==> config.mk <==
export PLATFORM = sky130hd
export DESIGN_NAME = bps_queue
export DESIGN_NICKNAME = d
export VERILOG_FILES = /design/src/sv/bps_pkg.sv /design/src/sv/bps_queue.sv
export SDC_FILE = /design/constraint.sdc
export NUM_CORES = 1
export LEC_CHECK = 0
export BUFFER_PORTS_ARGS = -buffer_cell sky130_fd_sc_hd__buf_4
export CORE_MARGIN = 4
export CORE_UTILIZATION = 37
export CTS_BUF_LIST = sky130_fd_sc_hd__clkbuf_16
export DETAILED_ROUTE_END_ITERATION = 10
export PLACE_DENSITY_LB_ADDON = 0.25
export SLEW_MARGIN = 20
export SYNTH_ARGS = -nofsm -noshare
export SYNTH_HDL_FRONTEND = slang
export SYNTH_SLANG_ARGS = --single-unit
==> constraint.sdc <==
create_clock -name clk -period 3.7 [get_ports clk]
set_input_delay 0 -clock clk [delete_from_list [all_inputs] [get_ports clk]]
set_output_delay 0 -clock clk [all_outputs]
set_load 0.1 [all_outputs]
==> src/sv/bps_pkg.sv <==
package bps_pkg;

  // sample and field widths
  localparam int SAMPLE_W       = 32;
  localparam int IDX_W          = 16;
  localparam int GL_W           = 17;
  localparam int CR_W           = 32;
  localparam int TV_W           = 48;
  localparam int CFG_IDX_W      = 2;
  localparam int CFG_DATA_W     = 32;
  localparam int MAX_POINTS_DEF = 65536;

  // job queue between front and back, power of two
  localparam int QUEUE_DEPTH = 4;

  // configuration register indexes
  localparam logic [CFG_IDX_W-1:0] CFG_SCHEME_MODE   = 2'd0;
  localparam logic [CFG_IDX_W-1:0] CFG_COURANT_RATIO = 2'd1;
  localparam logic [CFG_IDX_W-1:0] CFG_GRID_LENGTH   = 2'd2;

  // register reset values
  localparam logic                  SCHEME_MODE_RST   = 1'b0;
  localparam logic [CR_W-1:0]       COURANT_RATIO_RST = 32'd32768;
  localparam logic [GL_W-1:0]       GRID_LENGTH_RST   = 17'd1024;

  // one stencil update: left and right neighbours, previous-level center
  typedef struct packed {
    logic [SAMPLE_W-1:0] left;
    logic [SAMPLE_W-1:0] right;
    logic [SAMPLE_W-1:0] old;
    logic [IDX_W-1:0]    idx;
    logic                first_flag;
    logic                last_flag;
  } job_t;

endpackage

==> src/sv/bps_queue.sv <==
module bps_queue (
  input  logic          clk,
  input  logic          rst_n,
  input  logic          push_valid,
  input  bps_pkg::job_t push_job,
  output logic          q_full,
  output logic          pop_valid,
  input  logic          pop_ready,
  output bps_pkg::job_t pop_job
);
  import bps_pkg::*;

  localparam int PTR_W = $clog2(QUEUE_DEPTH);

  job_t             slot_r [QUEUE_DEPTH];
  logic [PTR_W-1:0] wr_ptr_r, rd_ptr_r;
  logic [PTR_W:0]   cnt_r;
  logic             do_push, do_pop;

  assign q_full    = cnt_r == (PTR_W+1)'(QUEUE_DEPTH);
  assign pop_valid = cnt_r != '0;
  assign pop_job   = slot_r[rd_ptr_r];
  assign do_push   = push_valid && !q_full;
  assign do_pop    = pop_ready && pop_valid;

  always_ff @(posedge clk) begin
    if (!rst_n) begin
      wr_ptr_r <= '0;
      rd_ptr_r <= '0;
      cnt_r    <= '0;
    end else begin
      if (do_push) wr_ptr_r <= wr_ptr_r + PTR_W'(1);
      if (do_pop)  rd_ptr_r <= rd_ptr_r + PTR_W'(1);
      unique case ({do_push, do_pop})
        2'b10:   cnt_r <= cnt_r + (PTR_W+1)'(1);
        2'b01:   cnt_r <= cnt_r - (PTR_W+1)'(1);
        default: cnt_r <= cnt_r;
      endcase
    end
  end

  always_ff @(posedge clk) begin
    if (do_push) slot_r[wr_ptr_r] <= push_job;
  end

endmodule

# == Yosys cells after proc, flatten, opt, wreduce, memory -nomap -nowiden ==
# Memories as Yosys holds them, arrays and structs flattened. A register that Yosys moved wholly into a read port is not among the register bits.
# Cells that the tools add are included.
# word_totals
in_bits,118
output_inout_bits,116
mem_bits_rw,456
reg_bits,7
mem_count,1
romBits,0
latch_bits,0
# memory_table
memory,depth,width,rd,rd_ports_with_merged_regs,write_ports,line,source
slot_r,4,114,1,1,1,bps_queue.sv:15,job_t slot_r [QUEUE_DEPTH];
# classes
magnitude_cmp,0
n_mux,5
add_sub_neg,4
div,0
n_mul,0
n_eq_ne,3
reduce_logical,5
bitwise_logic,0
shift,0
# ops
operator,count
case mux 3 bit (2 select lines),1
adder 2 x 1 -> 2 bit (second input constant),2
2-to-1 mux 2 bit,2
adder 3 x 1 -> 3 bit (second input constant),1
== test 3 bit (second input constant),1
nonzero test 3 bit,1
subtractor 3 x 1 -> 3 bit (second input constant),1
== test 2 x 1 -> 1 bit (second input constant),1
== test 2 bit (second input constant),1
logical AND 1 bit,2
2-to-1 mux 1 bit,2
nonzero test 2 bit,1
zero test 1 bit,1

# == Longest topological paths before layout ==
# Gate-level depths: netlist of run 1.
# logic_depth
ltp_word,5
ltp_mapped,10
depth_no_buf,9

# == Least setup slack after synthesis of run 1 ==
# OpenSTA, ideal clock, no wires.
# synth_timing
kind,register to register
start,register cnt_r[2]
end,memory slot_r[0][0] (netlist bit) (enable)
required_time_ns,2.937
stages_incl_launch_ff,5
n_path_buf,1
arrival_ns,4.334
setup_ns,0.763
slack_ns,-1.397
cell_sequence,dfxtp_1 nor3b_1 nor2b_1 clkbuf_1 and2_1
# synth_between
elab_chain_len,5
# synth_lines
item,line,source
"start, declared",bps_queue.sv:17,logic [PTR_W:0] cnt_r;
"start signal, assigned",bps_queue.sv:35,2'b10: cnt_r <= cnt_r + (PTR_W+1)'(1);
"start signal, assigned",bps_queue.sv:36,2'b01: cnt_r <= cnt_r - (PTR_W+1)'(1);
"start signal, assigned",bps_queue.sv:37,default: cnt_r <= cnt_r;
== test 3 bit,bps_queue.sv:20,assign q_full = cnt_r == (PTR_W+1)'(QUEUE_DEPTH);
via q_full,bps_queue.sv:6,"output logic q_full,"
zero test 1 bit,bps_queue.sv:23,assign do_push = push_valid && !q_full;
logical AND 1 bit,bps_queue.sv:23,
2-to-1 mux 1 bit,bps_queue.sv:43,if (do_push) slot_r[wr_ptr_r] <= push_job;
2-to-1 mux 1 bit (implied by the code),bps_queue.sv:43,
"end, declared",bps_queue.sv:15,
# The timed path passes the listed nets, and every way through them passes these cells.

==> results_dict.tcl, run 1 <==
set metrics [dict create \
    status "complete, no violations" \
    crit_path_top_delay_cell "dfxtp_4" \
    setup-tns-final_ns 0 \
    drtIter0Drc 520 \
    cp_slowest_stage_delay_ns 0.70 \
    synth_compound_area_share_pct 0.207 \
    critical_path.top_delay_family "buffers and inverters" \
    synth_nets 772 \
    final_cells 1681 \
    path_class "flip-flop to primary output" \
    yosysMostFrequentCell "edfxtp_1" \
    critPathArrivalTime_ns 2.68 \
    cts_inserted_buffers 50 \
    ys_seq_area_share_pct 81.9 \
    ys_warn_count 0 \
    grt_max_degree 48 \
    p_leak_uw 0.00748 \
    antenna_found_initial 2 \
    p_int_uw 11000 \
    final_layout_size_suffix_gt1_share_pct 40.9 \
    setup_viol_count_final 0 \
    comb_power_share_pct 40.8 \
    gp_congestion 0.723 \
    initial_core_util_pct 37.4 \
    min_path_type "primary input to flip-flop" \
    ios 234 \
    tightest_slew_ns 0.658 \
    final_core_util_pct 49.1 \
    drv_slew 0 \
    fmax_mhz 373 \
    grt_overflow 0 \
    vdd_drop_max_uv 668 \
    p_switching_uw 7900 \
    synth_top_area_share_pct 80.8 \
    finClkSkew_ns 0.0242 \
    final_nets 1163 \
    dieWidth_um 222 \
    worst_slack_ns 1.02 \
    cts_max_path_buffers 3 \
    max-slew-margin-rel_pct 56.1 \
    path_buf_inv 2 \
    clkTransAtPathRegs_ns 0.06 \
    cp_common_cell "buf_4" \
    grt_use_total_pct 14.3 \
    dpl.cell_count 1470 \
    cts-root-buf "clkbuf_16" \
    synthFlopType "edfxtp_1" \
    port_buffers 233 \
    syn_area_per_cell_um2 26.1 \
    required_ns 3.70 \
    synth-simple-area-share_pct 0.598 \
    grt_pass1_vias 8725 \
    vias 8062 \
    final_hold_viol_count 0 \
    cts_tree "done" \
    dr.pass1.iters 5 \
    rsz0062_at_grt "false" \
    wl_per_cell_um 21.0 \
    die_area_mm2 0.0493 \
    ys_types 22 \
    seqPwrFrac_pct 34.7 \
    dp_slack_ns 1.31 \
    insertion_delay_ns 0.58 \
    routed_wl_um 35300 \
    synth_area_mm2 0.0169 \
    synth-edff-count 456 \
    endpoint_kind "primary output" \
    synth_area_leaders "edfxtp_1 (81%), mux4_2 (15%), dfxtp_1 (1.1%), buf_8 (0.62%), buf_2 (0.38%)" \
    hpwl_um 21500 \
    cts.sinks 465 \
    drc 0 \
    cp-start-kind "flip-flop" \
    max_cap_viol_count 0 \
    synth-xor-area-share_pct 0.207 \
    syn_inst 648 \
    synth_adder_area_share_pct 0.487 \
    fin_total_pwr_uw 18900 \
    htreeDepth 2 \
    crit_chain "buf_4 > mux4_2 > buf_4" \
    p_sw_share_pct 41.7 \
    period_needed_ns 2.68 \
    ant_nets 0 \
    power_density_mw_per_mm2 851 \
    syn2layout_area_growth_pct 31.2 \
    synth_top_area_cell "edfxtp_1" \
    drt-vias-per-instance 4.80 \
    grt_pass1_wl_um 54300 \
    synth_top_family_by_area "multiplexers" \
    rows 78 \
    crit_path_max_fanout 25 \
    core_area_mm2 0.0453 \
    synth_seq_cells 465 \
    async_reset_ff_share_pct 0 \
    period_share_pct 72.5 \
    clockPowerShare_pct 24.5 \
    synth_commonest_cells "edfxtp_1 (456), mux4_2 (114), buf_2 (13), dfxtp_1 (9)" \
    synthMuxAreaShare_pct 15.3 \
    fp.dieH_um 222 \
]
-- flip-flops by register name, indices dropped and copies added, names as in the netlist, named ones only --
name      count
slot_r      456
cnt_r         3
rd_ptr_r      2
wr_ptr_r      2
-- cell type report --
type | count | area, um2
Clock buffer | 51 | 1280
Tap cell | 600 | 751
Timing Repair Buffer | 367 | 3170
Inverter | 6 | 22.5
Fill cell | 3740 | 23000
Sequential cell | 465 | 13900
Clock inverter | 41 | 274
Antenna cell | 2 | 5.00
Multi-Input combinational cell | 149 | 2860
-- what timing repair did --
action,CTS,global route
buffers inserted,0,0
endpoints found under the hold margin,465,0
hold buffers,117,0
gates resized for setup,0,0
-- per-stage QoR --
| stage | hold slack [ns] | cell area [um2] |
|---|---|---|
| detailed placement | 0.203 | 19500 |
| global route | 0.141 | 22200 |
| floorplan | 0.0989 | 17000 |
| finish | 0.171 | 22200 |
| CTS | 0.120 | 22200 |
| global placement | 0.201 | 19500 |
-- power by group through the flow --
stage / Clock (uW) / Sequential, uW / Combinational [uW]
CTS: 4790 / 6580 / 7850
global placement: 0 / 6670 / 7730
finish: 4650 / 6560 / 7720
floorplan: 0 / 6550 / 6240
detailed placement: 0 / 6690 / 7730
global route: 5040 / 6620 / 8000
-- worst register-to-register path: cells and delay by family (launching register included) --
kind | cells | cell delay [ns]
buf+inv | 1 | 0.40
simple gates | 3 | 1.27
flops | 1 | 0.35
-- placed cells by master, fill, tap and decap left out, types with 2 or more instances in the layout --
master,instances
edfxtp_1,456
nor2b_1,3
dlygate4sd3_1,117
mux4_2,114
bufinv_16,3
and2_1,3
inv_1,12
dfxtp_1,7
mux2i_1,2
dfxtp_4,2
clkbuf_16,51
buf_4,240
buf_12,10
clkinvlp_4,7
and2_4,4
nand2_1,5
or3_1,2
clkinv_2,8
diode_2,2
o21ai_0,2
ha_1,5
xnor2_1,3
clkinv_1,16
-- worst paths after layout --
path	start	slack, ns	to	cells after the start
worst min register to register	wr_ptr_r[1]	0.51	wr_ptr_r[1]	2
worst max register to register	cnt_r[2]	1.32	slot_r[3][90]	4
worst max-delay path	flip-flop	1.02	pop_job[57]	3
worst min-delay path	push_job[35]	0.17	slot_r[2][35]	2
-- logic make-up after synthesis --
logic type | after synthesis
buf+inv | 34
mux | 116
xor+xnor | 4
compound gates | 5
fa+ha+maj | 6
flops | 465
simple gates | 18
-- routing by layer --
layer | track usage [%] | share of wire, % | up-vias
li1 | - | - | 3581
met1 | 21.2 | 46 | 4191
met2 | 21.2 | 46 | 245
met3 | 4.40 | 6.7 | 43
met4 | 3.04 | 1.4 | 2
met5 | 0 | 0.037 | -
No activity file was read; power rests on OpenSTA's default activity.
==> inputs of run 2 (changes only) <==
--- a/config.mk
+++ b/config.mk
@@ -5,6 +5,7 @@
 export SDC_FILE = /design/constraint.sdc
 export NUM_CORES = 1
 export LEC_CHECK = 0
+export ABC_AREA = 1
 export BUFFER_PORTS_ARGS = -buffer_cell sky130_fd_sc_hd__buf_4
 export CORE_MARGIN = 4
 export CORE_UTILIZATION = 37
==> constraint.sdc (replaced) <==
create_clock -name clk -period 2.7 [get_ports clk]
set_input_delay 0 -clock clk [delete_from_list [all_inputs] [get_ports clk]]
set_output_delay 0 -clock clk [all_outputs]
set_load 0.1 [all_outputs]
==> run 2 against run 1 <==
Effect of this change:
- synthesized cell count increased by 81%
- count of clock-buffer cells in the layout decreased by 2
- die area increased by 3.0%
- non-clock buffer count increased by 10
- sequential share of layout area decreased by 0.80 points
- critical path depth increased by 1
- critical path type unchanged
- critical endpoint is now pop_job[70]
- largest cell class unchanged
==> results_dict.tcl, run 2 <==
set metrics [dict create \
    grt_overflow 0 \
    insertion_delay_ns 0.56 \
    synth-edff-count 456 \
    synthFlopType "edfxtp_1" \
    grtUsageMet1_pct 20.9 \
    seqCellArea_mm2 0.0139 \
    power_density_mw_per_mm2 1140 \
    htreeDepth 2 \
    p_switching_uw 11400 \
    largest_register_ffs 456 \
    initial_core_util_pct 37.4 \
    post_cts_buffers 0 \
    hpwl_um 22000 \
    cts_inserted_buffers 49 \
    critPathArrivalTime_ns 2.45 \
    path_class "flip-flop to primary output" \
    rows 79 \
    ys_seq_area_share_pct 79.4 \
    grt_use_total_pct 15.5 \
    fillCellCount 4055 \
    die_area_mm2 0.0508 \
    comb_power_share_pct 41.9 \
    seqPwrFrac_pct 34.0 \
    synth_compound_area_share_pct 10.8 \
    final_nets 1649 \
    fmax_mhz 408 \
    vdd_drop_max_uv 954 \
    rsz0062_at_grt "false" \
    p_leak_uw 0.00793 \
    mostFrequentLayoutCells "edfxtp_1 (456), buf_4 (241), nor2_1 (233), dlygate4sd3_1 (118), o21ai_1 (117)" \
    wl_per_cell_um 18.5 \
    grt_pass1_wl_um 61400 \
    gp_congestion 0.743 \
    syn2layout_area_growth_pct 29.0 \
    p_sw_share_pct 44.4 \
    period_share_pct 90.7 \
    drt-vias-per-instance 4.92 \
    cts-root-buf "clkbuf_16" \
    endpoint_kind "primary output" \
    synth_area_mm2 0.0175 \
    min_path_type "primary input to flip-flop" \
    synth-xor-area-share_pct 0 \
    clockPowerShare_pct 24.1 \
    regMostFlops "slot_r" \
    synth_seq_cells 465 \
    finClkSkew_ns 0.00822 \
    dp_slack_ns 0.892 \
    setup_viol_count_final 0 \
    final_core_util_pct 48.3 \
    tightest_slew_ns 0.728 \
    synth_top_family_by_area "compound AO/OA/AOI/OAI gates" \
    syn_inst 1171 \
    required_ns 2.70 \
    synthMuxAreaShare_pct 0 \
    synth_top_area_share_pct 78.4 \
    async_reset_ff_share_pct 0 \
    period_needed_ns 2.45 \
    synth_top_area_cell "edfxtp_1" \
    ios 234 \
    final_hold_viol_count 0 \
    dr.pass1.iters 6 \
    routed_wl_um 40000 \
    antenna_found_initial 1 \
    r2r-start "cnt_r[0]" \
    cts_hold_buf 118 \
    reg.largest.list "slot_r x456, cnt_r x3" \
    setup-tns-final_ns 0 \
    port_buffers 233 \
    cp-start-kind "flip-flop" \
    cts.sinks 465 \
    groute.layer.met3.usage_pct 3.45 \
    yosysMostFrequentCell "edfxtp_1" \
    crit_path_max_fanout 148 \
    synth_area_leaders "edfxtp_1 (78%), nor2_1 (5.1%), o22ai_1 (4.1%), o21ai_1 (3.4%), o21ai_0 (3.2%)" \
    multi_input_area_mm2 0.00299 \
    drc 0 \
    clkTransAtPathRegs_ns 0.06 \
    dieWidth_um 225 \
    syn_area_per_cell_um2 14.9 \
    ctsResizeCount 0 \
    core_area_mm2 0.0467 \
    synth-simple-area-share_pct 5.58 \
    final_layout_size_suffix_gt1_share_pct 21.6 \
    synth_adder_area_share_pct 0.473 \
    grt_max_degree 149 \
    ant_nets 0 \
    grt-busiest-layer "met2" \
    max_cap_viol_count 0 \
    ys_warn_count 0 \
    drv_slew 0 \
    synth_commonest_cells "edfxtp_1 (456), nor2_1 (238), o21ai_1 (117), o22ai_1 (114), o21ai_0 (113)" \
    max-slew-margin-rel_pct 51.5 \
    hp-start "push_job[98]" \
    p_int_uw 14300 \
    worst_slack_ns 0.251 \
    grt_pass1_vias 10671 \
    fp.dieH_um 225 \
    layout_commonest_cell "edfxtp_1" \
    synth_nets 1295 \
    cts_max_path_buffers 3 \
    vias 10660 \
    status "complete, no violations" \
    ys_types 21 \
    cts_tree "done" \
    drtIter0Drc 746 \
    grtUsageMet2_pct 25.2 \
]
-- run 2: changes by cell type after synthesis, sizes merged, moves of 7 or more --
cell / change
nor2: +238
o21ai: +228
mux4: -114
o22ai: +114
buf: +35
inv: +13
clkbuf: +11
nand2: +10
and2: -7
-- run 2: worst max-delay path, cell delays in order, from the launching register on --
cell	delay [ns]
dfxtp_4	0.40
buf_12	0.43
o21ai_0	0.22
o22ai_1	0.28
buf_4	0.35
-- run 2: cell families after synthesis --
| logic type | after synthesis |
|---|---|
| AO/OA/AOI/OAI | 349 |
| adder cells (fa/ha/maj) | 6 |
| buffers and inverters | 93 |
| flip-flops | 465 |
| AND/OR/NAND/NOR | 258 |
-- run 2: path summary, 6_finish.rpt --
check | end | slack (ns) | cells after the start
max | pop_job[70] | 0.25 | 4
min reg2reg | wr_ptr_r[1] | 0.51 | 2
min | slot_r[1][98] | 0.18 | 2
max reg2reg | cnt_r[0] | 0.89 | 7
-- run 2: metrics by stage --
step                      instances  total power (uW)  area, um2  hold slack [ns]
after floorplan                1171             17300      17500           0.0989
after global placement         1963             19500      19900            0.201
after detailed placement       1963             19600      19900            0.203
after CTS                      2165             26000      22500            0.130
after global routing           2166             26800      22500            0.152
final                          2166             25700      22500            0.178
-- run 2: area by class of cell --
cell class | instances | area share (%)
Clock inverter | 35 | 1.08
Antenna cell | 1 | 0.0111
Sequential cell | 465 | 61.6
Timing Repair Buffer | 377 | 14.9
Multi-Input combinational cell | 613 | 13.3
Inverter | 19 | 0.350
Tap cell | 607 | 3.37
Clock buffer | 49 | 5.44
-- run 2: layer usage --
metal  up-vias  wire length (um)  part of all wire (%)
li1       5126                 -                     -
met1      5197             17600                    44
met2       278             18900                    47
met3        59              2620                   6.6
met4         0               830                   2.1
met5         -                 0                     0
-- run 2: power groups by stage --
stage          Sequential [uW]  Clock, uW  Combinational, uW
2_1_floorplan             8860          0               8430
3_3_place_gp              8880          0              10700
3_5_place_dp              8890          0              10700
4_1_cts                   8740       6390              10900
5_1_grt                   8780       6720              11300
6_report                  8740       6180              10800
