**src/sv/bps_pkg.sv**
```systemverilog
package bps_pkg;

  // sample and field widths
  localparam int SAMPLE_W       = 32;
  localparam int IDX_W          = 16;
  localparam int GL_W           = 17;
  localparam int CR_W           = 32;
  localparam int TV_W           = 48;
  localparam int CFG_IDX_W      = 2;
  localparam int CFG_DATA_W     = 32;
  localparam int MAX_POINTS_DEF = 65536;

  // job queue between front and back, power of two
  localparam int QUEUE_DEPTH = 4;

  // configuration register indexes
  localparam logic [CFG_IDX_W-1:0] CFG_SCHEME_MODE   = 2'd0;
  localparam logic [CFG_IDX_W-1:0] CFG_COURANT_RATIO = 2'd1;
  localparam logic [CFG_IDX_W-1:0] CFG_GRID_LENGTH   = 2'd2;

  // register reset values
  localparam logic                  SCHEME_MODE_RST   = 1'b0;
  localparam logic [CR_W-1:0]       COURANT_RATIO_RST = 32'd32768;
  localparam logic [GL_W-1:0]       GRID_LENGTH_RST   = 17'd1024;

  // one stencil update: left and right neighbours, previous-level center
  typedef struct packed {
    logic [SAMPLE_W-1:0] left;
    logic [SAMPLE_W-1:0] right;
    logic [SAMPLE_W-1:0] old;
    logic [IDX_W-1:0]    idx;
    logic                first_flag;
    logic                last_flag;
  } job_t;

endpackage

```
**src/sv/bps_front.sv**
```systemverilog
module bps_front #(
  parameter int MAX_POINTS = bps_pkg::MAX_POINTS_DEF
) (
  input  logic                            clk,
  input  logic                            rst_n,
  input  logic [bps_pkg::GL_W-1:0]        grid_length,
  input  logic                            in_valid,
  output logic                            in_ready,
  input  logic signed [bps_pkg::SAMPLE_W-1:0] in_u_now,
  input  logic signed [bps_pkg::SAMPLE_W-1:0] in_u_prev,
  output logic                            push_valid,
  output bps_pkg::job_t                   push_job,
  input  logic                            q_full
);
  import bps_pkg::*;

  typedef enum logic [2:0] {
    F_RUN    = 3'b001,
    F_WRAP_K = 3'b010,
    F_WRAP_0 = 3'b100
  } fstate_t;

  localparam int GL_MAX = (1 << GL_W) - 1;
  localparam int N_CAP  = (MAX_POINTS > GL_MAX) ? GL_MAX : MAX_POINTS;

  fstate_t st_r, st_nxt;
  logic [GL_W-1:0] k_r, k_nxt;
  logic [GL_W-1:0] k_m1;
  logic [GL_W-1:0] n_eff;
  logic [GL_W:0]   k_p1;
  logic            sweep_end;
  logic            accept;

  logic [SAMPLE_W-1:0] win0_r, win1_r, win_prev_r;
  logic [SAMPLE_W-1:0] head0_r, head1_r, head_prev_r;
  logic [SAMPLE_W-1:0] un_l_r, uo_l_r;
  logic [IDX_W-1:0]    wrap_idx_r;

  always_comb begin
    if (grid_length < GL_W'(3)) begin
      n_eff = GL_W'(3);
    end else if (grid_length > GL_W'(N_CAP)) begin
      n_eff = GL_W'(N_CAP);
    end else begin
      n_eff = grid_length;
    end
  end

  assign k_p1      = {1'b0, k_r} + (GL_W+1)'(1);
  assign sweep_end = k_p1 >= {1'b0, n_eff};
  assign k_m1      = k_r - GL_W'(1);
  assign in_ready  = (st_r == F_RUN) && !q_full;
  assign accept    = in_valid && in_ready;

  always_comb begin
    push_valid = 1'b0;
    push_job   = '0;
    unique case (st_r)
      F_RUN: begin
        push_valid          = accept && (k_r >= GL_W'(2));
        push_job.left       = win0_r;
        push_job.right      = in_u_now;
        push_job.old        = win_prev_r;
        push_job.idx        = k_m1[IDX_W-1:0];
        push_job.first_flag = (k_r == GL_W'(2));
        push_job.last_flag  = 1'b0;
      end
      F_WRAP_K: begin
        push_valid          = !q_full;
        push_job.left       = win1_r;
        push_job.right      = head0_r;
        push_job.old        = uo_l_r;
        push_job.idx        = wrap_idx_r;
        push_job.first_flag = 1'b0;
        push_job.last_flag  = 1'b0;
      end
      F_WRAP_0: begin
        push_valid          = !q_full;
        push_job.left       = un_l_r;
        push_job.right      = head1_r;
        push_job.old        = head_prev_r;
        push_job.idx        = '0;
        push_job.first_flag = 1'b0;
        push_job.last_flag  = 1'b1;
      end
      default: begin
        push_valid = 1'b0;
        push_job   = '0;
      end
    endcase
  end

  always_comb begin
    st_nxt = st_r;
    k_nxt  = k_r;
    unique case (st_r)
      F_RUN: begin
        if (accept) begin
          if (sweep_end) begin
            st_nxt = F_WRAP_K;
            k_nxt  = '0;
          end else begin
            k_nxt = k_p1[GL_W-1:0];
          end
        end
      end
      F_WRAP_K: begin
        if (!q_full) st_nxt = F_WRAP_0;
      end
      F_WRAP_0: begin
        if (!q_full) st_nxt = F_RUN;
      end
      default: st_nxt = F_RUN;
    endcase
  end

  always_ff @(posedge clk) begin
    if (!rst_n) begin
      st_r <= F_RUN;
      k_r  <= '0;
    end else begin
      st_r <= st_nxt;
      k_r  <= k_nxt;
    end
  end

  always_ff @(posedge clk) begin
    if (accept) begin
      if (k_r == '0) begin
        head0_r     <= in_u_now;
        head_prev_r <= in_u_prev;
      end
      if (k_r == GL_W'(1)) head1_r <= in_u_now;
      if (!sweep_end) begin
        win0_r     <= win1_r;
        win1_r     <= in_u_now;
        win_prev_r <= in_u_prev;
      end else begin
        un_l_r     <= in_u_now;
        uo_l_r     <= in_u_prev;
        wrap_idx_r <= k_r[IDX_W-1:0];
      end
    end
  end

endmodule

```
**config.mk**
```make
export PLATFORM = sky130hd
export DESIGN_NAME = bps_front
export DESIGN_NICKNAME = d
export VERILOG_FILES = /design/src/sv/bps_pkg.sv /design/src/sv/bps_front.sv
export SDC_FILE = /design/constraint.sdc
export NUM_CORES = 1
export LEC_CHECK = 0
export BUFFER_PORTS_ARGS = -buffer_cell sky130_fd_sc_hd__buf_2
export CORE_MARGIN = 3
export CORE_UTILIZATION = 45
export DETAILED_ROUTE_END_ITERATION = 12
export PLACE_DENSITY = 0.69
export SETUP_SLACK_MARGIN = 0.3
export SYNTH_ARGS = -nofsm -noshare
export SYNTH_HDL_FRONTEND = slang
export SYNTH_SLANG_ARGS = --single-unit
export TNS_END_PERCENT = 30
```
**constraint.sdc**
```tcl
create_clock -name clk -period 7.8 [get_ports clk]
set_input_delay 0.39 -clock clk [delete_from_list [all_inputs] [get_ports clk]]
set_output_delay 0.39 -clock clk [all_outputs]
set_load 0.1 [all_outputs]
```
Yosys cells after proc, flatten, opt, wreduce, memory -nomap -nowiden
Index checks and enable logic that the tools add are counted.
Widths: inputs -> output; s select.
Word-level totals
  logic and storage cells: 49
  RAM bits: 0
  memory bits (read-only): 0
  memories kept: 0
  latch bits: 0
  flip-flop bits (word level): 292
Operators by class
  mux-type cells: 10
  order comparisons: 4
  bitwise operators: 1
  divide/modulo/power cells: 0
  add/subtract/negate cells: 2
  shift-type cells: 0
  $mul: 0
  equality and inequality tests: 9
  reduce and logical (&&, ||, !) cells: 12
Operators with widths (count)
  $pmux 114 s3: 1
  $mux 17: 3
  $add 17x1->18 const B: 1
  $ge 18x17->1: 1
  $eq 17x1->1 const B: 1
  $eq 17x2->1 const B: 1
  $ge 17x2->1 const B: 1
  $gt 17x17->1 const B: 1
  $logic_not 17->1: 1
  $lt 17x2->1 const B: 1
  $sub 16x1->16 const B: 1
  $mux 3: 4
  $reduce_and 2->1: 5
  $pmux 3 s3: 1
  $ne 2x2->1 const B: 4
  $reduce_and 4->1: 1
  $eq 3x1->1 const B: 1
  $eq 3x2->1 const B: 1
  $eq 3x3->1 const B: 1
  $logic_and 1x1->1: 3
  $pmux 1 s2: 1
  $reduce_or 2->1: 1
  $logic_not 1->1: 1
  $not 1->1: 1

Logic depth before layout (Yosys ltp)
Gate-level depths: netlist of run 1.
  depth in word-level cells: 7
  gate-level depth with buffers: 15
  depth with buffers taken out: 12

Least setup slack after synthesis of run 1
OpenSTA, ideal clock, no wires.
  kind: input port to flip-flop
  start point: input grid_length[3] (netlist name)
  end point: register win0_r[0] (enable)
  arrival time: 6965 ps
  slack: 282 ps
  stages: 12
  buffers on the path: 2
  required time: 7247 ps
  cells stage by stage: nor4_1 nand4_1 o31ai_1 nand2_1 ha_1 a21oi_1 o21ai_0 a2111oi_0 o311ai_1 buf_6 buf_8 nor2_1
Between the ends
  longest elaborated chain between the ends: 6
RTL lines
  from (decl): RTL line bps_front.sv:6  | input logic [bps_pkg::GL_W-1:0] grid_length,
  $gt 17x17->1: RTL line bps_front.sv:42  | end else if (grid_length > GL_W'(N_CAP)) begin
  $mux 17: RTL line bps_front.sv:42
  $mux 17 (*): RTL line bps_front.sv:40  | if (grid_length < GL_W'(3)) begin
  $ge 18x17->1 (*): RTL line bps_front.sv:50  | assign sweep_end = k_p1 >= {1'b0, n_eff};
  $not 1->1 (no line) (*)
  $reduce_and 2->1 (no line) (*)
  to (signal assigned): RTL line bps_front.sv:135  | win0_r <= win1_r;
  to (decl): RTL line bps_front.sv:34  | logic [SAMPLE_W-1:0] win0_r, win1_r, win_prev_r;
Mark *: on every way between the ends. The rest lies on a longest branch, timed or not.
A chain may end at the register's enable or synchronous reset.

Worst setup path in the final report of run 1
  start point: register k_r[0]
  end point: register wrap_idx_r[5] (enable)
Between the ends
  longest elaborated chain between the ends: 3
RTL lines
  from (decl): RTL line bps_front.sv:27  | logic [GL_W-1:0] k_r, k_nxt;
  from (signal assigned): RTL line bps_front.sv:123  | k_r <= k_nxt;
  $add 17x1->18: RTL line bps_front.sv:49  | assign k_p1 = {1'b0, k_r} + (GL_W+1)'(1);
  $ge 18x17->1: RTL line bps_front.sv:50
  $reduce_and 2->1 (no line)
  to (signal assigned): RTL line bps_front.sv:141  | wrap_idx_r <= k_r[IDX_W-1:0];
  to (decl): RTL line bps_front.sv:37  | logic [IDX_W-1:0] wrap_idx_r;
Every way passes these cells.

==> results.cfg, run 1 <==
[run_status]
status = finished, final reports clean

[power]
powerDensity_mw_per_mm2 = 252
seq_power_share_pct = 49.4
pwr-share-comb_pct = 13.4
p_leak_nw = 5.32
ir_drop_mv = 0.156
clockPowerShare_pct = 37.2
p_int_mw = 2.63
switching_share_pct = 27.3
switchingPower_uw = 988

[floorplan]
coreArea_mm2 = 0.0264
num_rows = 59
die_h_um = 171
start_util_pct = 46.3
die_area_mm2 = 0.0292
dieWidth_um = 171
io_pins = 201

[clocking]
h-tree-depth = 1
clock_sinks = 292
cts_hold_buf = 0
clkTransAtPathRegs_ns = 0.06
clock-root-buffer = clkbuf_16
numCtsBuffers = 29
clockBufferDepth = 3
cts_resized = 0
clkLatencyLatePin_ns = 0.55
cts_setup_buffers = 0
tritoncts = yes

[worst_setup_path]
crit_fanout = 58
crit_path_end_kind = register
worstPathArrival_ns = 5.08
crit_type = register to register
crit_required_ns = 8.01
critPathBufInv = 2
max_stage_delay_ns = 0.76
critPathSlowestCell = and2_4
path_delay_family = simple AND/OR/NAND/NOR gates
start_kind = register
worstPathCellList = ha_1 > nand4_1 > nor3_2 > nand3_1 > xnor2_1 > ha_1 > nand4_1 > nor4_1 > o22ai_1 > o311ai_2 > buf_4 > and2_4 > buf_4

[run]
drv_cap = 0

[routing]
vias = 8202
drc = 0
dr.pass1.iters = 5
wirelength_um = 28700
vias_per_cell = 5.65
wl_per_cell_um = 19.8
drtIter0Drc = 686
antenna_left = 0

[cells_and_area]
area_growth_pct = 17.7
final_cell_mix = 272 x edfxtp_1, 200 x buf_2, 145 x nand2_1
nNetsFinal = 1201
layout-drive-gt1-share_pct = 24.2
fillerInstances = 2174
seq_area_mm2 = 0.00857
mostFrequentLayoutCell = edfxtp_1
multi_input_area_mm2 = 0.00336

[grt]
grt_antenna_before_repair = 2
grt_first_pass_wirelength_um = 44600
grt_overflow = 0
grt_max_degree = 102
gr-usage-all-layers_pct = 19.3
grt_pass1_vias = 8120

[logic_synthesis]
syn_area_mm2 = 0.0122
yosys.area.top_type = edfxtp_1
synth.area.top_cells = edfxtp_1 67%, a22oi_1 6.0%, o21ai_0 4.6%
synth_edf_count = 272
yosysTopAreaCellShare_pct = 66.9
ys.flop_type = edfxtp_1
syn-num-nets = 1026
yosysWarnings = 0
avgSynthCellArea_um2 = 13.3
yosysSeqAreaShare_pct = 70.2
ys_async_sr_fraction_pct = 0
ys_ff_latch = 292
syn_inst = 919
ys_types = 55

[placement]
io_buffers = 200
gp_congestion = 0.825
dp_hpwl_um = 17200

[sta]
max_freq_mhz = 205
worstMarginPinSlew_ns = 1.06
clock_skew_ns = 0.0103
period_minus_slack_ns = 4.87
whs_ns = 0.0447
final-hold-violation-count = 0
slew_violations = 0
period_share_pct = 62.5
tns_ns = 0
rsz0062_at_grt = no
maxSlewHeadroom_pct = 29.4
setup_viol = 0

[hold_path]
hold_path.class = input pin to register
==> cells by family after synthesis <==
logic type,synth area share (%)
muxes,0.0922
buffers and inverters,2.73
and+or+nand+nor,9.83
AOI/OAI and AO/OA,12.9
DFF,70.2
xor gates and xnor gates,2.01
adders and majority gates,2.25
==> final cells by class <==
cell class | count | share of cell area, %
Tap cell | 335 | 2.92
Inverter | 11 | 0.287
Multi-Input combinational cell | 550 | 23.3
Clock buffer | 36 | 5.23
Clock inverter | 15 | 1.10
Sequential cell | 292 | 59.6
Timing Repair Buffer | 210 | 7.48
Antenna cell | 2 | 0.0348
==> power groups by stage <==
stage               sequential, mW  clock [mW]  combinational (mW)
global placement              1.82           0               0.484
floorplan                     1.82           0               0.373
finish                        1.79        1.35               0.485
global route                  1.79        1.43               0.507
detailed placement            1.82           0               0.487
CTS                           1.79        1.37               0.488
==> worst register-to-register path, cell delays in order, from the launching register on <==
cell	delay [ns]
dfxtp_1	0.63
ha_1	0.33
nand4_1	0.23
nor3_2	0.35
nand3_1	0.20
xnor2_1	0.21
ha_1	0.32
nand4_1	0.12
nor4_1	0.31
o22ai_1	0.14
o311ai_2	0.08
buf_4	0.31
and2_4	0.76
buf_4	0.53
==> sequential cells by signal, summed over array words and instances (netlist names) <==
register / count
uo_l_r: 32
head_prev_r: 32
win0_r: 32
un_l_r: 32
head0_r: 32
win1_r: 32
head1_r: 32
k_r: 17
st_r: 3
win_prev_r: 32
wrap_idx_r: 16
==> cell usage after synthesis (2+ instances only) <==
| master | number |
|---|---|
| a211oi_1 | 2 |
| a21o_1 | 2 |
| a21oi_1 | 9 |
| a221o_1 | 9 |
| a22oi_1 | 97 |
| a2bb2oi_1 | 4 |
| and3_1 | 7 |
| buf_1 | 7 |
| buf_2 | 8 |
| buf_4 | 2 |
| buf_6 | 2 |
| clkbuf_1 | 46 |
| dfxtp_1 | 20 |
| edfxtp_1 | 272 |
| ha_1 | 22 |
| inv_1 | 11 |
| nand2_1 | 145 |
| nand2b_1 | 5 |
| nand3_1 | 13 |
| nand3b_1 | 2 |
| nand4_1 | 9 |
| nor2_1 | 28 |
| nor2b_1 | 5 |
| nor3_1 | 10 |
| nor3_2 | 3 |
| nor3b_1 | 2 |
| nor4_1 | 9 |
| o21ai_0 | 113 |
| o22ai_1 | 2 |
| or4_1 | 2 |
| xnor2_1 | 18 |
| xor2_1 | 10 |
==> routing by layer <==
layer	global-route usage, %	routed length [um]
met2	32.2	13700
met1	26.5	12500
met5	0	9
met3	3.17	1830
met4	5.08	633
==> worst paths after layout <==
| check | from | to | slack, ns | cells after the start |
|---|---|---|---|---|
| min reg2reg | win1_r[21] | win0_r[21] | 0.45 | 0 |
| max | k_r[0] | wrap_idx_r[5] | 2.93 | 13 |
| max reg2reg | k_r[0] | wrap_idx_r[5] | 2.93 | 13 |
| min | in_u_prev[5] | head_prev_r[5] | 0.04 | 1 |
==> through the flow <==
step | instance area [um2] | util, % | setup WS (ns) | total power, mW | std cells
5_1_grt | 14400 | 54.6 | 2.51 | 3.73 | 1450
4_1_cts | 14400 | 54.5 | 2.89 | 3.64 | 1449
6_report | 14400 | 54.6 | 2.93 | 3.62 | 1451
3_3_place_gp | 13500 | 51.1 | 2.63 | 2.30 | 1398
3_5_place_dp | 13500 | 51.1 | 2.48 | 2.31 | 1398
2_1_floorplan | 12200 | - | 1.95 | 2.19 | 919
No activity file was read; power rests on OpenSTA's default activity.
==> run 2: changes to the inputs <==
--- a/config.mk
+++ b/config.mk
@@ -5,11 +5,12 @@
 export SDC_FILE = /design/constraint.sdc
 export NUM_CORES = 1
 export LEC_CHECK = 0
+export ABC_AREA = 1
 export BUFFER_PORTS_ARGS = -buffer_cell sky130_fd_sc_hd__buf_2
 export CORE_MARGIN = 3
 export CORE_UTILIZATION = 45
 export DETAILED_ROUTE_END_ITERATION = 12
-export PLACE_DENSITY = 0.69
+export PLACE_DENSITY = 0.66
 export SETUP_SLACK_MARGIN = 0.3
 export SYNTH_ARGS = -nofsm -noshare
 export SYNTH_HDL_FRONTEND = slang
==> constraint.sdc (replaced) <==
create_clock -name clk -period 4.7 [get_ports clk]
set_input_delay 0.235 -clock clk [delete_from_list [all_inputs] [get_ports clk]]
set_output_delay 0.235 -clock clk [all_outputs]
set_load 0.1 [all_outputs]
==> run 2 against run 1 <==
Routed wire length up 0.76%; worst hold slack improved by 0.0059 ns; global-route usage increased by 0.18 points; sequential cell count stayed put; critical path depth up 6; setup slack got worse by 1.9 ns; final cell count is 16% higher; utilization grew 3.1 points; combinational power rose by 55%; clock power up 65%; sequential share of layout area fell by 3.1 points; non-clock buffer count increased by 70; largest cell class unchanged; largest power group unchanged.
==> results.cfg, run 2 <==
[run_status]
status = finished, final reports clean

[sta]
period_share_pct = 79.1
setup_ws_ns = 0.981
period_minus_slack_ns = 3.72
final-hold-violation-count = 0
max_freq_mhz = 269
rsz0062_at_grt = no
clock_skew_ns = 0.0119
whs_ns = 0.0506
setup_viol = 0
worstMarginPinSlew_ns = 1.16
slew_violations = 0
maxSlewHeadroom_pct = 22.9

[placement]
dpl.cell_count = 1561
dp_hpwl_um = 17900
post-place-ws_ns = 0.936
io_buffers = 200
gp_congestion = 0.905

[cells_and_area]
layout-drive-gt1-share_pct = 20.6
antenna-diode-count = 0
final_cell_mix = 383 x nand2_1, 272 x edfxtp_1, 200 x buf_2
nNetsFinal = 1430
area_growth_pct = 24.6
mostFrequentLayoutCell = nand2_1
fin_cells = 1680

[grt]
grt_max_degree = 99
grt_antenna_before_repair = 0
grt_overflow = 0
grt_pass1_vias = 8299
grt_first_pass_wirelength_um = 44800
gr-usage-all-layers_pct = 19.4

[clocking]
cts_setup_buffers = 0
clockBufferDepth = 3
h-tree-depth = 1
tritoncts = yes
clock_sinks = 292
clkTransAtPathRegs_ns = 0.06
clock-root-buffer = clkbuf_16
clkLatencyLatePin_ns = 0.53
cts_resized = 0
numCtsBuffers = 30
cts_hold_buf = 65

[worst_setup_path]
crit_path_end_kind = register
r2r_cells = 19
crit_fanout = 36
r2r_slack_ns = 0.98
timing.rr.end = un_l_r[17]
worstPathArrival_ns = 3.93
start_kind = register
crit_type = register to register
timing.rr.start = k_r[0]
crit_required_ns = 4.92

[logic_synthesis]
synth_xor_area_share_pct = 1.01
yosysSeqAreaShare_pct = 70.4
ys_async_sr_fraction_pct = 0
synth_top_family_by_area = simple AND/OR/NAND/NOR gates
syn_area_mm2 = 0.0122
yosysMostFrequentCell = nand2_1
synth-compound-area-share_pct = 2.87
yosysWarnings = 0
ys.flop_type = edfxtp_1
yosys.area_share.adder_pct = 2.26
yosys.area.top_type = edfxtp_1
ys_types = 37
ys_ff_latch = 292
synth_common_cells = 383 x nand2_1, 272 x edfxtp_1, 115 x nand3_1
syn-num-nets = 1169
yosysTopAreaCellShare_pct = 67.1
synth_edf_count = 272
synth.area.top_cells = edfxtp_1 67%, nand2_1 12%, nand3_1 4.7%
avgSynthCellArea_um2 = 11.5
syn_inst = 1062
synthSimpleGateAreaFrac_pct = 20.3
muxShareOfSynthArea_pct = 0

[floorplan]
coreArea_mm2 = 0.0263
die_h_um = 170
num_rows = 59
dieWidth_um = 170
die_area_mm2 = 0.0290
io_pins = 201
start_util_pct = 46.3

[routing]
drtIter0Drc = 725
wirelength_um = 28900
vias_per_cell = 5.15
antenna_left = 0
wl_per_cell_um = 17.2
dr.pass1.iters = 7
vias = 8648
drc = 0

[power]
ir_drop_mv = 0.369
finalPower_mw = 5.92
switchingPower_mw = 1.54
p_int_mw = 4.38
pwr-share-comb_pct = 12.7
switching_share_pct = 26.0
clockPowerShare_pct = 37.6
seq_power_share_pct = 49.7
powerDensity_mw_per_mm2 = 391
p_leak_nw = 5.93

[hold_path]
min_path_cells = 3
hp-start = q_full
holdPathEnd = st_r[2]
hold_path.class = input pin to register

[run]
drv_cap = 0
[run 2: cell types whose count changed in the layout (fill, tap and decap cells not counted), sizes merged, moves of 7 or more]
cell and delta:
o21ai -98, xnor2 -17, nand4 +15, dlygate4sd3 +65, nor4 -8, a221o -9
nand2 +240, and3 -7, a21oi +19, a22oi -97, nand3 +101, inv +30
nor2 +10
[run 2: power groups by stage]
stage | Combinational, mW | Clock, mW | Sequential (mW)
after floorplan | 0.533 | 0 | 3.00
after global placement | 0.707 | 0 | 3.00
after detailed placement | 0.710 | 0 | 3.00
after CTS | 0.754 | 2.28 | 2.94
after global routing | 0.789 | 2.38 | 2.95
final | 0.751 | 2.23 | 2.94
[run 2: how the worst max path moves through the flow]
stage	start	to	slack, ns	depth (start not counted)
after CTS	st_r[0]	push_job[12]	0.89	6
after global routing	k_r[0]	uo_l_r[18]	0.58	20
after detailed placement	grid_length[11]	un_l_r[5]	0.94	20
after global placement	grid_length[11]	un_l_r[9]	1.02	20
final	k_r[0]	un_l_r[17]	0.98	19
after floorplan	grid_length[11]	win0_r[0]	-0.03	17
[run 2: cell families after synthesis]
logic type	Yosys count
flip-flops	292
buffers and inverters	95
AND/OR/NAND/NOR	582
XOR/XNOR	14
adder cells (fa/ha/maj)	22
AO/OA/AOI/OAI	57
[run 2: layout make-up]
class	count	area [um2]
clock buffer	37	798
clock inverter	17	133
fill	2164	11100
inverter	44	170
multi-input combinational	675	3240
sequential	292	8570
tap	335	419
timing repair buffer	280	1830
[run 2: worst max-delay path, stage by stage (launching register included)]
cell and delay [ns]:
dfxtp_1 0.48, ha_1 0.24, nand3_1 0.15, nor2_1 0.20
nand3_1 0.15, nor2_1 0.16, nand3_1 0.12, nand2_1 0.08
o21ai_1 0.08, ha_1 0.28, nand2_1 0.04, inv_1 0.08
nand3_1 0.08, o31a_1 0.28, nand2_1 0.06, nand2_1 0.06
nand2_1 0.07, nand2_1 0.10, clkinv_2 0.35, buf_12 0.28
[run 2: routing by layer]
layer | track usage (%) | routed length (um) | vias up
li1 | - | - | 4215
met1 | 27.8 | 12800 | 4095
met2 | 31.3 | 13700 | 291
met3 | 2.81 | 1730 | 47
met4 | 5.61 | 770 | 0
met5 | 0 | 0 | -
[run 2: through the flow]
step | util, % | cell area (um2) | setup TNS (ns)
3_3_place_gp | 51.7 | 13600 | 0
5_1_grt | 57.7 | 15200 | 0
2_1_floorplan | - | 12200 | -2.59
4_1_cts | 57.7 | 15200 | 0
3_5_place_dp | 51.7 | 13600 | 0
6_report | 57.7 | 15200 | 0
==> run 3: changes to the inputs <==
==> constraint.sdc (replaced) <==
create_clock -name clk -period 3.5 [get_ports clk]
set_input_delay 0.175 -clock clk [delete_from_list [all_inputs] [get_ports clk]]
set_output_delay 0.175 -clock clk [all_outputs]
set_load 0.1 [all_outputs]
==> run 3 against run 2 <==
Combinational power increased by 38%; cell area increased by 5.7%; critical path type unchanged; via count increased by 2.2%; sequential cell count unchanged; worst hold slack improved by 0.019 ns; sequential power increased by 34%; critical path depth increased by 1; total power increased by 45%; clock power increased by 63%; utilization increased by 3.3 points.
==> results.cfg, run 3 (synthesis gave the netlist of run 2 again) <==
[sta]
setup_viol = 0
clock_skew_ns = 0.0229
maxSlewHeadroom_pct = 55.1
whs_ns = 0.0697
rsz0062_at_grt = yes
period_minus_slack_ns = 3.11
slew_violations = 0
worstMarginPinSlew_ns = 0.668
tns_ns = 0
period_share_pct = 88.9
final-hold-violation-count = 0
max_freq_mhz = 321

[floorplan]
num_rows = 59
die_area_mm2 = 0.0290
start_util_pct = 46.3
coreArea_mm2 = 0.0263
io_pins = 201
die_h_um = 170
dieWidth_um = 170

[cells_and_area]
fin_cells = 1712
mostFrequentLayoutCell = nand2_1
final_cell_mix = 375 x nand2_1, 272 x edfxtp_1, 198 x buf_2
nNetsFinal = 1459
layout-drive-gt1-share_pct = 25.5
area_growth_pct = 31.7
final_core_util_pct = 61.0

[worst_setup_path]
crit_path_end_kind = register
timing.rr.end = un_l_r[31]
crit_type = register to register
crit_required_ns = 3.77
timing.rr.start = k_r[0]
start_kind = register
cp-startpoint = k_r[0]
r2r_cells = 20
worstPathArrival_ns = 3.38
crit_fanout = 8
r2r_slack_ns = 0.39

[grt]
gr-usage-all-layers_pct = 20.0
grt_pass1_vias = 8570
grt_antenna_before_repair = 1
grt_max_degree = 98
grt_first_pass_wirelength_um = 46400
grt_overflow = 0

[clocking]
clkTransAtPathRegs_ns = 0.06
clkLatencyLatePin_ns = 0.55
h-tree-depth = 1
clock_sinks = 292
numCtsBuffers = 30
clock-root-buffer = clkbuf_16
clockBufferDepth = 3
tritoncts = yes

[hold_path]
hold_path.class = input pin to register
holdPathEnd = k_r[9]
min_path_cells = 4
hp-start = in_valid

[placement]
dp_hpwl_um = 18300
dpl.cell_count = 1571
io_buffers = 200
gp_congestion = 0.877

[routing]
drc = 0
drtIter0Drc = 936
wl_per_cell_um = 17.7
antenna_left = 0
vias_per_cell = 5.16
vias = 8840
dr.pass1.iters = 5
wirelength_um = 30300

[power]
ir_drop_mv = 0.589
powerDensity_mw_per_mm2 = 538
p_leak_nw = 6.25

[run]
drv_cap = 0

[run_status]
status = finished, final reports clean
run 3: worst max-delay path by stage:
stage | endpoint
finish | un_l_r[31]
global route | un_l_r[5]
CTS | push_job[14]
detailed placement | uo_l_r[1]
global placement | uo_l_r[1]
floorplan | win0_r[0]
run 3: per-stage QoR:
step                      setup slack, ns  area [um2]  power, mW
after CTS                           0.302       15700       8.67
final                               0.388       16000       8.62
after detailed placement           0.0499       13800       4.99
after floorplan                    -0.517       12300       4.75
after global routing                0.196       16000       8.88
after global placement              0.137       13800       4.98
run 3: repair_timing:
| action | 4_1_cts | 5_1_grt |
|---|---|---|
| buffers inserted | 3 | 9 |
| endpoints found under the hold margin | 228 | 0 |
| gates cloned | 1 | 5 |
| gates resized for setup | 9 | 33 |
| endpoints found under the setup margin | 173 | 217 |
| hold buffers | 66 | 0 |
| pin swaps | 2 | 4 |
run 3: worst max-delay path, stage by stage (launching register included):
cell        delay (ns)
dfxtp_4           0.37
ha_4              0.15
nand3_4           0.10
nor2_4            0.17
nand3_4           0.11
nor2_4            0.13
nand3_4           0.10
nand2_2           0.09
o21ai_2           0.07
ha_1              0.27
nand2_1           0.05
inv_2             0.06
nand3_1           0.06
o31a_1            0.27
nand2_1           0.07
nand2_2           0.10
nand2_2           0.07
nand2_2           0.06
clkinvlp_4        0.22
buf_12            0.16
clkbuf_16         0.15
run 3: routing by layer:
metal | up-vias | part of all wire [%] | GRT usage (%)
met5 | - | 0 | 0
met4 | 0 | 3.1 | 6.56
met3 | 66 | 6.5 | 3.60
met2 | 306 | 48 | 32.5
met1 | 4194 | 43 | 27.5
li1 | 4274 | - | -
run 3: power breakdown:
| group | total [mW] | internal [mW] | switching, mW |
|---|---|---|---|
| Combinational | 1.04 | 0.223 | 0.819 |
| Sequential | 3.95 | 3.92 | 0.0273 |
| Clock | 3.63 | 2.31 | 1.32 |
| Total | 8.62 | 6.46 | 2.16 |
run 3: final cells by class:
cell class / count / area [um2]
Antenna cell: 1 / 2.50
Clock buffer: 33 / 762
Clock inverter: 23 / 385
Fill cell: 2083 / 10300
Inverter: 44 / 175
Multi-Input combinational cell: 675 / 3440
Sequential cell: 292 / 8580
Tap cell: 335 / 419
Timing Repair Buffer: 309 / 2260
